==> src/rtl/core/bgi_ram.sv <==
`timescale 1ns / 1ps

module bgi_ram #(
  parameter int WIDTH = 32,
  parameter int DEPTH = 64
) (
  input  logic                     clk_i,
  input  logic                     we_i,
  input  logic [$clog2(DEPTH)-1:0] waddr_i,
  input  logic [WIDTH-1:0]         wdata_i,
  input  logic [$clog2(DEPTH)-1:0] raddr_i,
  output logic [WIDTH-1:0]         rdata_o
);

  logic [WIDTH-1:0] mem_q [DEPTH];

  always_ff @(posedge clk_i) begin
    if (we_i) begin
      mem_q[waddr_i] <= wdata_i;
    end
    rdata_o <= mem_q[raddr_i];
  end

endmodule

==> config.mk <==
export PLATFORM = sky130hd
export DESIGN_NAME = bgi_ram
export DESIGN_NICKNAME = d
export VERILOG_FILES = /design/src/rtl/core/bgi_ram.sv
export SDC_FILE = /design/constraint.sdc
export NUM_CORES = 2
export LEC_CHECK = 0
export BUFFER_PORTS_ARGS = -buffer_cell sky130_fd_sc_hd__buf_2
export CAP_MARGIN = 5
export CORE_MARGIN = 3
export CORE_UTILIZATION = 35
export DETAILED_ROUTE_END_ITERATION = 6
export PLACE_DENSITY = 0.45
export SLEW_MARGIN = 20
export SYNTH_ARGS = -nofsm -noshare
export SYNTH_HDL_FRONTEND = slang
export SYNTH_SLANG_ARGS = --single-unit
==> constraint.sdc <==
create_clock -name clk_i -period 7 [get_ports clk_i]
set_input_delay 1.75 -clock clk_i [delete_from_list [all_inputs] [get_ports clk_i]]
set_output_delay 1.75 -clock clk_i [all_outputs]
set_load 0.05 [all_outputs]
# [After elaboration in Yosys (flattened, before gate mapping)]
# Memory sizes are Yosys's and may differ from the RTL's. A register that Yosys moved wholly into a read port is not among the register bits.
# Index checks and enable logic that the tools add are counted.
[word_totals] register_bits=0 in_bits=46 out_inout_bits=32 word_cells=3 mem_bits_rw=2048 memories=1
[op_classes] muxes=2
[mem_list] name="mem_q" words=64 word_bits=32 read_ports=1 rd_clocked_by_memory_dff=1 wr=1 line="15" text="logic [WIDTH-1:0] mem_q [DEPTH];"
[op_table] op="$mux 1" n=2

# [Depth between registers and ports, before layout]
[logic_depth] ltp_word=2 depth_mapped=10 mapped_depth_nobuf=5

# [Worst setup path after synthesis]
# No wires, ideal clock.
[synth_path] path_kind="input -> register" from="in waddr_i[3]" to="mem mem_q[48][0] (enable)" arrival_time_ns=4.449 setup_time_ns=0.461 stages=4 slack_ns=2.090 required_time_ns=6.539 path_cell_list="clkbuf_1 nor2b_1 nand4b_1 nor3_1"
[synth_rtl] element="start, declared" line="9" text="input logic [$clog2(DEPTH)-1:0] waddr_i,"
[synth_rtl] element="end, declared" line="15"
# Straight into the memory's write port.

==> impl_metrics.py <==
metrics = {
    "outcome": {
        "status": "completed",
    },
    "min_path": {
        "hold_path.class": "flop to flop",
        "holdPathStages": 4,
    },
    "die": {
        "fp.coreArea_um2": 223000,
        "initial_core_util": 0.353,
        "row_count": 173,
        "ios": 78,
        "die_y_um": 480,
        "die_w_um": 480,
        "dieArea_um2": 230000,
    },
    "sta": {
        "hold_viol_final": 0,
        "setup_tns_ns": 0,
        "drv_slew": 0,
        "rsz0062_at_grt": "false",
        "hold_slack_ns": 0.764,
        "max_freq_ghz": 0.216,
        "setup_violations": 0,
        "slew_headroom": 0.257,
        "min_period_ns": 4.62,
        "skew_ns": 0.0283,
        "period_share": 0.661,
        "worst_pin_slew_ns": 1.11,
    },
    "layout": {
        "final_cells": 6754,
        "final_area_um2": 91000,
        "synthToLayoutAreaGrowth_pct": 15.9,
        "drive_above_1_share": 0.307,
        "final_nets": 3633,
        "utilization": 0.409,
    },
    "cts": {
        "cts.sinks": 2080,
        "postCtsHoldBufs": 0,
        "insertion_delay_ns": 0.86,
        "htreeDepth": 4,
        "cts_buffer_depth": 3,
        "cts_resized": 0,
        "post-cts-setup-buffer-count": 0,
        "clk_pin_slew_ns": 0.06,
        "cts_buffers": 217,
        "cts_tree": "done",
        "cts_root_buf": "clkbuf_16",
    },
    "critical_path": {
        "reg2reg_depth": 4,
        "crit_arrival_ns": 5.31,
        "critical_path_required_ns": 7.69,
        "crit_fanout": 67,
        "rrSetupSlack_ns": 4.63,
        "endpoint_kind": "flop",
        "path_class": "primary input to flop",
        "cp-start-kind": "primary input",
    },
    "placed_design": {
        "place_congestion": 0.750,
        "hpwl_um": 129000,
        "placed_cell_area_um2": 83500,
        "io_buffers": 77,
        "dp.cells": 6338,
    },
    "grt": {
        "track_usage": 0.196,
        "grt_pass1_wl_um": 312000,
        "antenna_found_initial": 14,
        "grt_pass1_vias": 38590,
        "grt.overflow.total": 0,
        "grt_max_degree": 90,
    },
    "flow_run": {
        "cap_violations": 0,
    },
    "route": {
        "dr.first_iter.drc_count": 3575,
        "num_vias": 36810,
        "ant_nets": 0,
        "first_pass_iters": 7,
        "remaining_drc_errors": 0,
        "viasPerCell": 5.45,
        "wl_per_cell_um": 33.4,
        "routed_wl_um": 225000,
    },
    "power_and_ir_drop": {
        "vdd_drop_max_uv": 235,
        "leakagePower_nw": 28.1,
        "cellPowerDensity_nw_per_um2": 296,
    },
    "synth": {
        "synthTopCellsByArea": "edfxtp_1, mux4_2, mux2i_1",
        "ys_warn_count": 0,
        "syn_area_per_cell_um2": 23.6,
        "synthesis.area_um2": 78500,
        "synth.largest_area_cell": "edfxtp_1",
        "synthesis.instances": 3324,
        "synth-main-ff-cell": "edfxtp_1",
        "synth_nets": 3370,
        "yosysTopAreaCellShare": 0.783,
        "ys_types": 34,
        "ys_seq_area_frac": 0.791,
        "yosysMostFrequentCell": "edfxtp_1",
        "ys_async_sr_fraction": 0,
        "yosys-top-cells-count": "edfxtp_1, mux4_2, nor2_1",
        "synth_seq_cells": 2080,
        "synth_edf_count": 2048,
    },
}
## state kept, by name, summed over array words and instances, names as in the netlist
| register | flops |
|---|---|
| rdata_o | 32 |
| mem_q | 2048 |
## layout make-up
cell class	count	area, µm²
fill	19215	132000
sequential	2080	62100
antenna	6	15.0
tap	2975	3720
clock inverter	112	1340
clock buffer	293	5920
multi-input combinational	1062	16000
timing repair buffer	226	1900
## routing by layer
layer  up-vias  wire length (µm)  global-route usage
met4        10              6290              0.0589
met5         -                65                   0
met1     20585             96800               0.268
met2      1120            111000               0.322
met3       278             11500              0.0328
li1      14817                 -                   -
## critical path: stages
cell,delay [ns]
buf_8,0.48
buf_4,0.70
buf_4,0.46
mux4_2,0.38
mux4_2,0.50
o22ai_1,0.62
nor2_1,0.17
## kinds of logic (layout without fill, tap and decap cells)
family | after synthesis | count (layout) | synth area share
other | 0 | 6 | 0
muxes | 637 | 637 | 0.168
and+or+nand+nor | 223 | 223 | 0.0127
AOI/OAI and AO/OA | 202 | 202 | 0.0167
DFF | 2080 | 2080 | 0.791
buffers and inverters | 182 | 631 | 0.0113
## cell usage in the layout, fill, tap and decap left out, drive strengths merged
cell,instances
o32ai,4
nor2b,15
inv,9
clkinv,74
edfxtp,2048
a31oi,1
nor3,7
buf,226
clkinvlp,2
or3b,5
nand4,2
a21oi,62
nor2,137
o221ai,27
and2,2
nand3b,5
nand4b,1
mux2i,93
and3,4
nand2,26
diode,6
nand3,5
or3,3
a41o,4
o22ai,84
clkbuf,293
nand2b,8
or2,3
mux4,544
bufinv,27
a22oi,12
dfxtp,32
a311oi,8
## power breakdown
| group | internal (mW) | switching, mW | total [mW] |
|---|---|---|---|
| sequential | 13.8 | 0.0807 | 13.9 |
| combinational | 0.464 | 0.890 | 1.35 |
| clock | 6.92 | 4.77 | 11.7 |
| total | 21.2 | 5.74 | 26.9 |
## stage by stage
| step | worst slack, ns | total power, mW |
|---|---|---|
| 4_1_cts | 2.36 | 27.2 |
| 5_1_grt | 2.38 | 27.8 |
| 3_5_place_dp | 1.44 | 15.5 |
| 6_report | 2.38 | 26.9 |
| 2_1_floorplan | 2.09 | 14.8 |
| 3_3_place_gp | 1.47 | 15.5 |
## path summary, 6_finish.rpt
kind / from / to
worst min register to register: mem_q[28][17] / rdata_o[17]
worst max register to register: mem_q[43][3] / rdata_o[3]
worst min-delay path: mem_q[28][17] / rdata_o[17]
worst max-delay path: raddr_i[1] / rdata_o[5]
No activity file was read; power rests on OpenSTA's default activity.
