### src/rtl/core/bgi_pkg.sv
`timescale 1ns / 1ps

package bgi_pkg;

  typedef enum logic [1:0] {
    REQ_WR_ENERGY = 2'd0,
    REQ_WR_TIME   = 2'd1,
    REQ_WR_GRID   = 2'd2,
    REQ_QUERY     = 2'd3
  } req_e;

  localparam logic [1:0] ST_OK    = 2'd0;
  localparam logic [1:0] ST_RANGE = 2'd1;
  localparam logic [1:0] ST_DEGEN = 2'd2;

  localparam int DIV_NUM_W = 49;
  localparam int DIV_DEN_W = 33;
  localparam logic [30:0] RATIO_LIM = 31'h4000_0000;

  typedef struct packed {
    logic [DIV_NUM_W-1:0] num;
    logic [DIV_DEN_W-1:0] den;
    logic                 neg;
  } div_req_t;

  function automatic div_req_t mk_div_req(input logic signed [32:0] num,
                                          input logic signed [32:0] den);
    div_req_t r;
    logic [32:0] nm;
    logic [32:0] dm;
    nm = num[32] ? 33'(-num) : 33'(num);
    dm = den[32] ? 33'(-den) : 33'(den);
    r.num = {nm, 16'h0000};
    r.den = dm;
    r.neg = num[32] ^ den[32];
    return r;
  endfunction

  function automatic logic signed [31:0] blend_fin(input logic signed [63:0] s);
    logic signed [63:0] a;
    logic signed [47:0] q;
    logic signed [31:0] r;
    a = s[63] ? s + 64'sd65535 : s;
    q = a[63:16];
    if (q > 48'sh0000_7FFF_FFFF) begin
      r = 32'sh7FFF_FFFF;
    end else if (q < -48'sh0000_8000_0000) begin
      r = 32'sh8000_0000;
    end else begin
      r = q[31:0];
    end
    return r;
  endfunction

endpackage

### src/rtl/core/bgi_div.sv
`timescale 1ns / 1ps

module bgi_div (
  input  logic                clk_i,
  input  logic                rst_ni,
  input  logic                start_i,
  input  bgi_pkg::div_req_t   req_i,
  output logic                done_o,
  output logic signed [31:0]  ratio_o
);

  import bgi_pkg::*;

  localparam int CNT_W = $clog2(DIV_NUM_W + 1);

  logic [CNT_W-1:0]     cnt_q;
  logic                 done_q;
  logic [DIV_NUM_W-1:0] quo_q;
  logic [DIV_DEN_W-1:0] rem_q;
  logic [DIV_DEN_W-1:0] den_q;
  logic                 neg_q;
  logic [DIV_DEN_W:0]   trial;
  logic                 fits;
  logic [30:0]          mag;

  assign trial = {rem_q, quo_q[DIV_NUM_W-1]};
  assign fits  = trial >= {1'b0, den_q};

  always_ff @(posedge clk_i or negedge rst_ni) begin
    if (!rst_ni) begin
      cnt_q  <= '0;
      done_q <= 1'b0;
    end else begin
      done_q <= 1'b0;
      if (start_i) begin
        cnt_q <= CNT_W'(DIV_NUM_W);
        quo_q <= req_i.num;
        den_q <= req_i.den;
        neg_q <= req_i.neg;
        rem_q <= '0;
      end else if (cnt_q != '0) begin
        cnt_q  <= cnt_q - 1'b1;
        rem_q  <= fits ? DIV_DEN_W'(trial - {1'b0, den_q}) : DIV_DEN_W'(trial);
        quo_q  <= {quo_q[DIV_NUM_W-2:0], fits};
        done_q <= cnt_q == CNT_W'(1);
      end
    end
  end

  assign mag     = (quo_q > DIV_NUM_W'(RATIO_LIM)) ? RATIO_LIM : quo_q[30:0];
  assign ratio_o = neg_q ? -$signed({1'b0, mag}) : $signed({1'b0, mag});
  assign done_o  = done_q;

  a_start_idle : assert property (@(posedge clk_i) disable iff (!rst_ni)
    start_i |-> cnt_q == '0) else $error("divider restarted while busy");
  a_done_idle : assert property (@(posedge clk_i) disable iff (!rst_ni)
    done_q |-> cnt_q == '0) else $error("divider done while still iterating");
  a_start_load : assert property (@(posedge clk_i) disable iff (!rst_ni)
    start_i |=> cnt_q == CNT_W'(DIV_NUM_W)) else $error("divider count not loaded");

endmodule
### config.mk
export PLATFORM = sky130hd
export DESIGN_NAME = bgi_div
export DESIGN_NICKNAME = d
export VERILOG_FILES = /design/src/rtl/core/bgi_pkg.sv /design/src/rtl/core/bgi_div.sv
export SDC_FILE = /design/constraint.sdc
export NUM_CORES = 1
export LEC_CHECK = 0
export ABC_AREA = 1
export BUFFER_PORTS_ARGS = -buffer_cell sky130_fd_sc_hd__clkbuf_2
export CAP_MARGIN = 0
export CORE_MARGIN = 2
export CORE_UTILIZATION = 40
export CTS_BUF_LIST = sky130_fd_sc_hd__clkbuf_16
export CTS_CLUSTER_DIAMETER = 150
export DETAILED_ROUTE_END_ITERATION = 10
export GPL_ROUTABILITY_DRIVEN = 0
export PLACE_DENSITY = 0.62
export SETUP_SLACK_MARGIN = 0.05
export SYNTH_ARGS = -nofsm -noshare
export SYNTH_HDL_FRONTEND = slang
export SYNTH_SLANG_ARGS = --single-unit
### constraint.sdc
create_clock -name clk_i -period 4.4 [get_ports clk_i]
set_input_delay 0.44 -clock clk_i [delete_from_list [all_inputs] [get_ports clk_i]]
set_output_delay 0.44 -clock clk_i [all_outputs]
set_load 0.05 [all_outputs]
# ---- Yosys cells after proc, flatten, opt, wreduce, memory -nomap -nowiden
# Cells that the tools add are included.
dict set report word_totals {
  register_bits 123
  input_bits 86
}
dict set report classes {
  add_sub_neg 3
  order_cmp 2
  n_eq_ne 1
  mux 10
  n_reduce_logical 4
}
# op n
set op_table {}
lappend op_table {{$mux W49} 2}
lappend op_table {{$mux W33} 2}
lappend op_table {{$gt A49 B31 Y1 const B} 1}
lappend op_table {{$ge A34 B33 Y1} 1}
lappend op_table {{$sub A33 B33 Y33} 1}
lappend op_table {{$mux W32} 1}
lappend op_table {{$neg A31 Y32} 1}
lappend op_table {{$mux W31} 1}
lappend op_table {{$mux W6} 2}
lappend op_table {{$eq A6 B1 Y1 const B} 1}
lappend op_table {{$reduce_bool A6 Y1} 1}
lappend op_table {{$sub A6 B1 Y6 const B} 1}
lappend op_table {{$reduce_and A2 Y1} 2}
lappend op_table {{$mux W1} 2}
lappend op_table {{$reduce_bool A2 Y1} 1}

# ---- Depth between registers and ports, before layout
# Gate-level depths: netlist (run 1).
dict set report logic_depth {
  word_depth 4
  depth_mapped 23
  ltp_nobuf 21
}

# ---- Worst setup path after synthesis (run 1)
# Ideal clock, no wire load.
dict set report synth_timing {
  path_type {reg2out}
  start {register quo_q[8]}
  end {output ratio_o[10]}
  t_arrival_ns 3.552
  t_required_ns 3.960
  slack_ns 0.408
  path_stages_with_launch 21
  n_path_buf 2
  path_cell_list {edfxtp_1 -> nor2_1 -> nand2_1 -> nor2_1 -> nand2_1 -> nor2_1 -> nand2_1 -> nand2_2 -> buf_4 -> inv_1 -> buf_2 -> nor2_1 -> inv_1 -> ha_1 -> inv_1 -> a21oi_1 -> nand2_1 -> inv_1 -> nand2_1 -> nand2_2 -> xor2_1}
}
dict set report synth_between {
  elab_chain_cells 4
}
# element line
set synth_rtl {}
lappend synth_rtl {{start: declaration} bgi_div.sv:18} ;# logic [DIV_NUM_W-1:0] quo_q;
lappend synth_rtl {{start signal: assignment} bgi_div.sv:37} ;# quo_q <= req_i.num;
lappend synth_rtl {{start signal: assignment} bgi_div.sv:44} ;# quo_q <= {quo_q[DIV_NUM_W-2:0], fits};
lappend synth_rtl {{$gt A49 B31 Y1} bgi_div.sv:50} ;# assign mag = (quo_q > DIV_NUM_W'(RATIO_LIM)) ? RATIO_LIM : quo_q[30:0];
lappend synth_rtl {{$mux W31 (*)} bgi_div.sv:50}
lappend synth_rtl {{$neg A31 Y32} bgi_div.sv:51} ;# assign ratio_o = neg_q ? -$signed({1'b0, mag}) : $signed({1'b0, mag});
lappend synth_rtl {{$mux W32 (*)} bgi_div.sv:51}
lappend synth_rtl {{end: declaration} bgi_div.sv:9} ;# output logic signed [31:0] ratio_o
# Mark *: on every way between the ends. The rest lies on a longest branch, timed or not.

# ---- Worst setup path after layout (run 1)
dict set report layout_timing {
  start {register quo_q[12]}
  end {output ratio_o[22]}
}
# Same word-level chain as after synthesis.

==> impl_metrics.json, run 1 <==
{
  "multi_input_area_sq_um": 4420,
  "crit_fanout": 27,
  "netlist_top_cells_area": "edfxtp_1 (40%), nand2_1 (14%), nor2_1 (7.3%), inv_1 (6.3%), o21ai_0 (5.3%)",
  "root_buffer": "clkbuf_16",
  "setup_viol": 0,
  "clockBufferDepth": 2,
  "slew_headroom": 0.303,
  "reg2reg_to": "rem_q[13]$_SDFFCE_PP0P_",
  "synth-seq-area-share": 0.415,
  "crit_path_max_incr_delay_ns": 0.46,
  "rows": 54,
  "vias_per_cell": 5.11,
  "cts_max_level": 4,
  "hold_viol_final": 0,
  "yosys.area.top_type": "edfxtp_1",
  "critPathMostFrequentCell": "nand2_1",
  "drc": 0,
  "synth_area_sq_um": 8810,
  "synth-seq-cells": 123,
  "clkSinkCount": 123,
  "finalNetCount": 1430,
  "rr_worst_depth": 14,
  "clk_latency_ns": 0.43,
  "rr_startpoint": "quo_q[48]$_DFFE_PP_",
  "irDropWorstVdd_v": 0.000266,
  "dp_hpwl_mm": 17.4,
  "period_minus_slack_ns": 3.95,
  "critPathRequiredTime_ns": 3.96,
  "diodes": 0,
  "track_usage": 0.205,
  "setup-tns-final_ns": 0,
  "critical_path_arrival_ns": 3.51,
  "die_area_sq_um": 23200,
  "synth.top_cell.area_share": 0.395,
  "avgSynthCellArea_sq_um": 7.35,
  "ant_nets": 0,
  "grt_pass1_vias": 7479,
  "grt_pass1_wl_mm": 38.4,
  "core_area_sq_um": 21700,
  "antenna_found_initial": 0,
  "synth_cells": 1199,
  "portBuffers": 118,
  "maxSlewViolCount": 0,
  "path_class": "flop to output pin",
  "end_kind": "output pin",
  "drive_gt1_frac": 0.132,
  "finalWirelength_mm": 23.8,
  "crit_path_start": "quo_q[12]$_DFFE_PP_",
  "regArea_sq_um": 3660,
  "cts.clk_slew.worst_paths_ns": 0.06,
  "area_growth_pct": 16.3,
  "syn_nets": 1323,
  "overflow": 0,
  "dp_cells": 1567,
  "vias": 8164,
  "final_cell_mix": "nand2_1 (326), nor2_1 (171), inv_1 (149)",
  "fp.dieH_um": 152,
  "synth_cell_types": 36,
  "cts_buffers": 17,
  "final_common_cell": "nand2_1",
  "num_io_pins": 119,
  "cap_violations": 0,
  "final_cells": 1599,
  "grt_max_degree": 67,
  "start_util": 0.406,
  "dieWidth_um": 152,
  "dr.pass1.iters": 5,
  "setup.worst_path.start_class": "flop",
  "status": "complete, no violations",
  "clock_skew_ns": 0.0105,
  "ys_warn_count": 0,
  "drt_iter0_markers": 672,
  "worstMarginPinSlew_ns": 1.04,
  "ff2ff_setup_slack_ns": 0.95,
  "rsz0062_at_grt": "no",
  "avgRoutedWirePerCell_um": 14.9,
  "critPathSlowestCell": "edfxtp_1",
  "fmax_ghz": 0.253,
  "fill_cells": 2189,
  "powerDensity_nw_per_um2": 397,
  "cts_tree": "yes",
  "whs_ns": 0.117,
  "p_leak_nw": 4.92,
  "crit_chain": "nor2_1 -> nand2_1 -> nor2_1 -> nand2_1 -> nor2_1 -> nand2_1 -> nand2_4 -> inv_1 -> nor2_1 -> inv_1 -> ha_1 -> inv_1 -> a21oi_1 -> nand3_1 -> nand2_1 -> nand2_1 -> xnor2_1 -> clkbuf_2",
  "hold_class": "input port to asynchronous set/reset pin",
  "post-route-period-util": 0.898
}
==> metrics by stage <==
| step | total power, mW | area, sq um | worst slack, ns | util |
|---|---|---|---|---|
| floorplan | 2.34 | 8810 | 0.408 | - |
| global placement | 2.61 | 9640 | 0.916 | 0.445 |
| detailed placement | 2.62 | 9640 | 0.806 | 0.445 |
| CTS | 4.08 | 10200 | 0.335 | 0.472 |
| global route | 4.30 | 10200 | 0.100 | 0.472 |
| finish | 4.06 | 10200 | 0.447 | 0.472 |
==> logic make-up after synthesis <==
logic type / Yosys count / share of synthesized area
xor+xnor: 41 / 0.0408
fa+ha+maj: 38 / 0.0548
flops: 123 / 0.415
buf+inv: 189 / 0.0852
compound gates: 191 / 0.117
simple gates: 617 / 0.287
==> Yosys cell counts <==
cell / count
nand2_1: 326
nor2_1: 172
inv_1: 149
edfxtp_1: 116
o21ai_0: 93
nand3_1: 78
a21oi_1: 53
ha_1: 37
clkbuf_1: 21
xor2_1: 21
xnor2_1: 20
o21ai_1: 18
nand4_1: 13
nand3b_1: 9
nor3_1: 9
buf_4: 7
dfrtp_1: 7
o41ai_1: 7
buf_2: 6
nand2_2: 6
a21o_1: 5
buf_1: 4
a31oi_1: 3
o21ai_2: 3
o21bai_1: 3
a21oi_2: 2
nor4_1: 2
a21boi_0: 1
buf_6: 1
fa_1: 1
inv_2: 1
nand2_4: 1
nor3_2: 1
o21a_1: 1
o22ai_1: 1
o31ai_1: 1
==> final cells by class <==
type / count / share of cell area
Timing Repair Buffer: 127 / 0.0642
Inverter: 150 / 0.0550
Sequential cell: 123 / 0.357
Clock inverter: 15 / 0.0169
Clock buffer: 17 / 0.0415
Multi-Input combinational cell: 887 / 0.431
Tap cell: 280 / 0.0342
==> flip-flops by register name (all words and copies together), names as in the netlist <==
register	count
quo_q	49
den_q	33
rem_q	33
cnt_q	6
done_o	1
neg_q	1
==> power by group <==
group,leakage (nW),internal [mW],switching (mW)
logic,3.41,0.392,0.684
clock network,0.291,0.889,0.558
registers,1.23,1.44,0.100
==> critical path: cells and delay by family, from the launching register on <==
| kind | cells | cell delay [ns] |
|---|---|---|
| buf+inv | 4 | 0.65 |
| compound gates | 1 | 0.07 |
| flops | 1 | 0.46 |
| fa+ha+maj | 1 | 0.18 |
| simple gates | 11 | 1.54 |
| xor+xnor | 1 | 0.15 |
==> worst max path at each step <==
| stage | end | slack [ns] | depth (start not counted) |
|---|---|---|---|
| floorplan | ratio_o[10] | 0.41 | 20 |
| global placement | ratio_o[26] | 0.92 | 21 |
| detailed placement | ratio_o[22] | 0.81 | 18 |
| CTS | ratio_o[22] | 0.34 | 18 |
| global route | ratio_o[18] | 0.10 | 21 |
| finish | ratio_o[22] | 0.45 | 18 |
==> metal layers <==
layer	wire length, um	track usage	vias to the layer above
met4	433	0.0641	0
li1	-	-	4149
met2	10400	0.313	282
met5	0	0	-
met1	11400	0.297	3701
met3	1610	0.0361	32
==> timing repair <==
item / CTS / global route
endpoints found under the setup margin: 0 / 8
buffers inserted: 0 / 0
gates resized for setup: 0 / 1
hold buffers: 0 / 0
Power figures use the tool's default switching activity.
==> run 2, diff against run 1 <==
- BUFFER_PORTS_ARGS: -buffer_cell sky130_fd_sc_hd__clkbuf_2 -> default
- CAP_MARGIN: 0 -> default
- DONT_BUFFER_PORTS: default -> 1
- PLACE_DENSITY: 0.62 -> 0.57
==> run 2 against run 1 <==
  * Via count fell by 5.8%
  * Cell count shrank 5.9%
  * Critical endpoint is now ratio_o[18]
  * Maximum frequency fell by 1.3%
  * Sequential share of layout area grew 1.4 points
  * First-iteration DRC count decreased by 13%
  * Cell area decreased by 3.7%
  * Largest power group unchanged
==> impl_metrics.json, run 2 (same netlist as run 1, synthesis figures left out) <==
{
  "final_common_cell": "nand2_1",
  "cap_violations": 0,
  "grt_pass1_wl_mm": 38.7,
  "dieWidth_um": 152,
  "critPathMostFrequentCell": "nand2_1",
  "grt_max_degree": 91,
  "holdPathStages": 0,
  "area_growth_pct": 12.1,
  "period_minus_slack_ns": 4.00,
  "avgRoutedWirePerCell_um": 16.1,
  "largest_register_ffs": 49,
  "rsz0062_at_grt": "no",
  "vias": 7692,
  "clkSinkCount": 123,
  "largest-register": "quo_q",
  "crit_family": "simple AND/OR/NAND/NOR gates",
  "p_leak_nw": 4.54,
  "num_io_pins": 119,
  "irDropWorstVdd_v": 0.000230,
  "rr_worst_depth": 14,
  "reg.largest.list": "quo_q: 49 flops, den_q: 33 flops, rem_q: 33 flops",
  "vias_per_cell": 5.11,
  "regArea_sq_um": 3660,
  "ff2ff_setup_slack_ns": 1.00,
  "crit_chain": "nor2_1 -> nand2_1 -> nor2_1 -> nand2_1 -> nor2_1 -> nand2_1 -> nand2_2 -> inv_1 -> nor2_1 -> inv_1 -> ha_1 -> inv_1 -> a21oi_1 -> nand2_1 -> inv_1 -> nand2_1 -> nand2_2 -> nand2_1 -> nand2_1 -> nand2_1 -> buf_12",
  "portBuffers": 0,
  "rows": 54,
  "multi_input_area_sq_um": 4410,
  "hold_class": "input port to flop",
  "fmax_ghz": 0.250,
  "final_area_sq_um": 9870,
  "root_buffer": "clkbuf_16",
  "pre_cts_ws_ns": 0.902,
  "reg2reg_to": "rem_q[9]$_SDFFCE_PP0P_",
  "critPathRequiredTime_ns": 3.96,
  "setup.worst_path.start_class": "flop",
  "track_usage": 0.209,
  "fill_cells": 2199,
  "path_class": "flop to output pin",
  "finalNetCount": 1334,
  "setup-tns-final_ns": 0,
  "fp.dieH_um": 152,
  "clockBufferDepth": 2,
  "worstMarginPinSlew_ns": 1.12,
  "crit_fanout": 22,
  "dp_hpwl_mm": 17.5,
  "setup_viol": 0,
  "ant_nets": 0,
  "status": "complete, no violations",
  "hold_end": "den_q[31]$_DFFE_PP_",
  "drive_gt1_frac": 0.0597,
  "cts_tree": "yes",
  "drt_iter0_markers": 584,
  "postCtsSetupBuffers": 0,
  "dr.pass1.iters": 5,
  "rr_startpoint": "quo_q[48]$_DFFE_PP_",
  "hold_viol_final": 0,
  "powerDensity_nw_per_um2": 399,
  "cts_buffers": 17,
  "core_area_sq_um": 21700,
  "grt_pass1_vias": 7282,
  "clk_latency_ns": 0.43,
  "cts_max_level": 4,
  "path_buf_inv": 5,
  "final.setup.worst_slack_ns": 0.396,
  "maxSlewViolCount": 0,
  "antenna_found_initial": 1,
  "critPathSlowestCell": "edfxtp_1",
  "final_cell_mix": "nand2_1 (326), nor2_1 (171), inv_1 (151)",
  "start_util": 0.406,
  "slew_headroom": 0.254,
  "finalWirelength_mm": 24.2,
  "min-delay-start": "req_i[32]",
  "overflow": 0,
  "cts.clk_slew.worst_paths_ns": 0.07,
  "die_area_sq_um": 23200,
  "placed_area_sq_um": 9300,
  "post-route-period-util": 0.910,
  "end_kind": "output pin",
  "crit_path_max_incr_delay_ns": 0.47,
  "critical_path_arrival_ns": 3.56,
  "drc": 0,
  "clock_skew_ns": 0.0119
}
-- run 2: worst register-to-register path, cell delays in order, from the launching register on --
cell      delay (ns)
edfxtp_1        0.38
inv_1           0.08
ha_1            0.24
fa_1            0.43
o21ai_2         0.23
a21oi_2         0.13
o21ai_2         0.21
nand2_2         0.09
nand2_2         0.07
nand2_2         0.34
nand2_4         0.49
inv_2           0.24
nor2_1          0.17
nor2_1          0.07
nor2_1          0.08
-- run 2: stage by stage --
stage,power [mW],hold WS (ns),instances,util
floorplan,2.34,0.144,1199,-
global placement,2.56,0.149,1470,0.429
detailed placement,2.57,0.148,1470,0.429
CTS,3.96,0.0819,1503,0.455
global route,4.17,0.0827,1504,0.455
finish,3.94,0.101,1504,0.455
-- run 2: worst max path at each step --
stage	to	startpoint	cells past startpoint
final	ratio_o[18]	quo_q[13]$_DFFE_PP_	21
after global routing	ratio_o[18]	quo_q[12]$_DFFE_PP_	21
after CTS	ratio_o[26]	quo_q[12]$_DFFE_PP_	21
after detailed placement	ratio_o[26]	quo_q[12]$_DFFE_PP_	21
after global placement	ratio_o[26]	quo_q[12]$_DFFE_PP_	20
after floorplan	ratio_o[10]	quo_q[8]$_DFFE_PP_	20
-- run 2: repair_timing --
item,in CTS,in global routing
hold endpoints to repair,7,0
gates resized for setup,0,0
endpoints found under the setup margin,0,0
hold buffers,1,0
-- run 2: report_power, final --
group / leakage, nW / total, mW / switching, mW / internal (mW)
registers: 1.23 / 1.54 / 0.102 / 1.44
logic: 3.04 / 1.02 / 0.650 / 0.366
clock network: 0.270 / 1.38 / 0.560 / 0.822
-- run 2: routing by layer --
layer | share of wire | track usage | wire length [um]
met1 | 0.48 | 0.297 | 11600
met2 | 0.44 | 0.320 | 10700
met3 | 0.057 | 0.0455 | 1390
met4 | 0.018 | 0.0645 | 427
met5 | 0 | 0 | 0
-- run 2: area by class of cell --
| class | instances | area share |
|---|---|---|
| Sequential cell | 123 | 0.371 |
| Inverter | 150 | 0.0570 |
| Clock inverter | 15 | 0.0138 |
| Timing Repair Buffer | 31 | 0.0327 |
| Multi-Input combinational cell | 887 | 0.447 |
| Clock buffer | 17 | 0.0431 |
| Tap cell | 280 | 0.0355 |
| Antenna cell | 1 | 0.000253 |
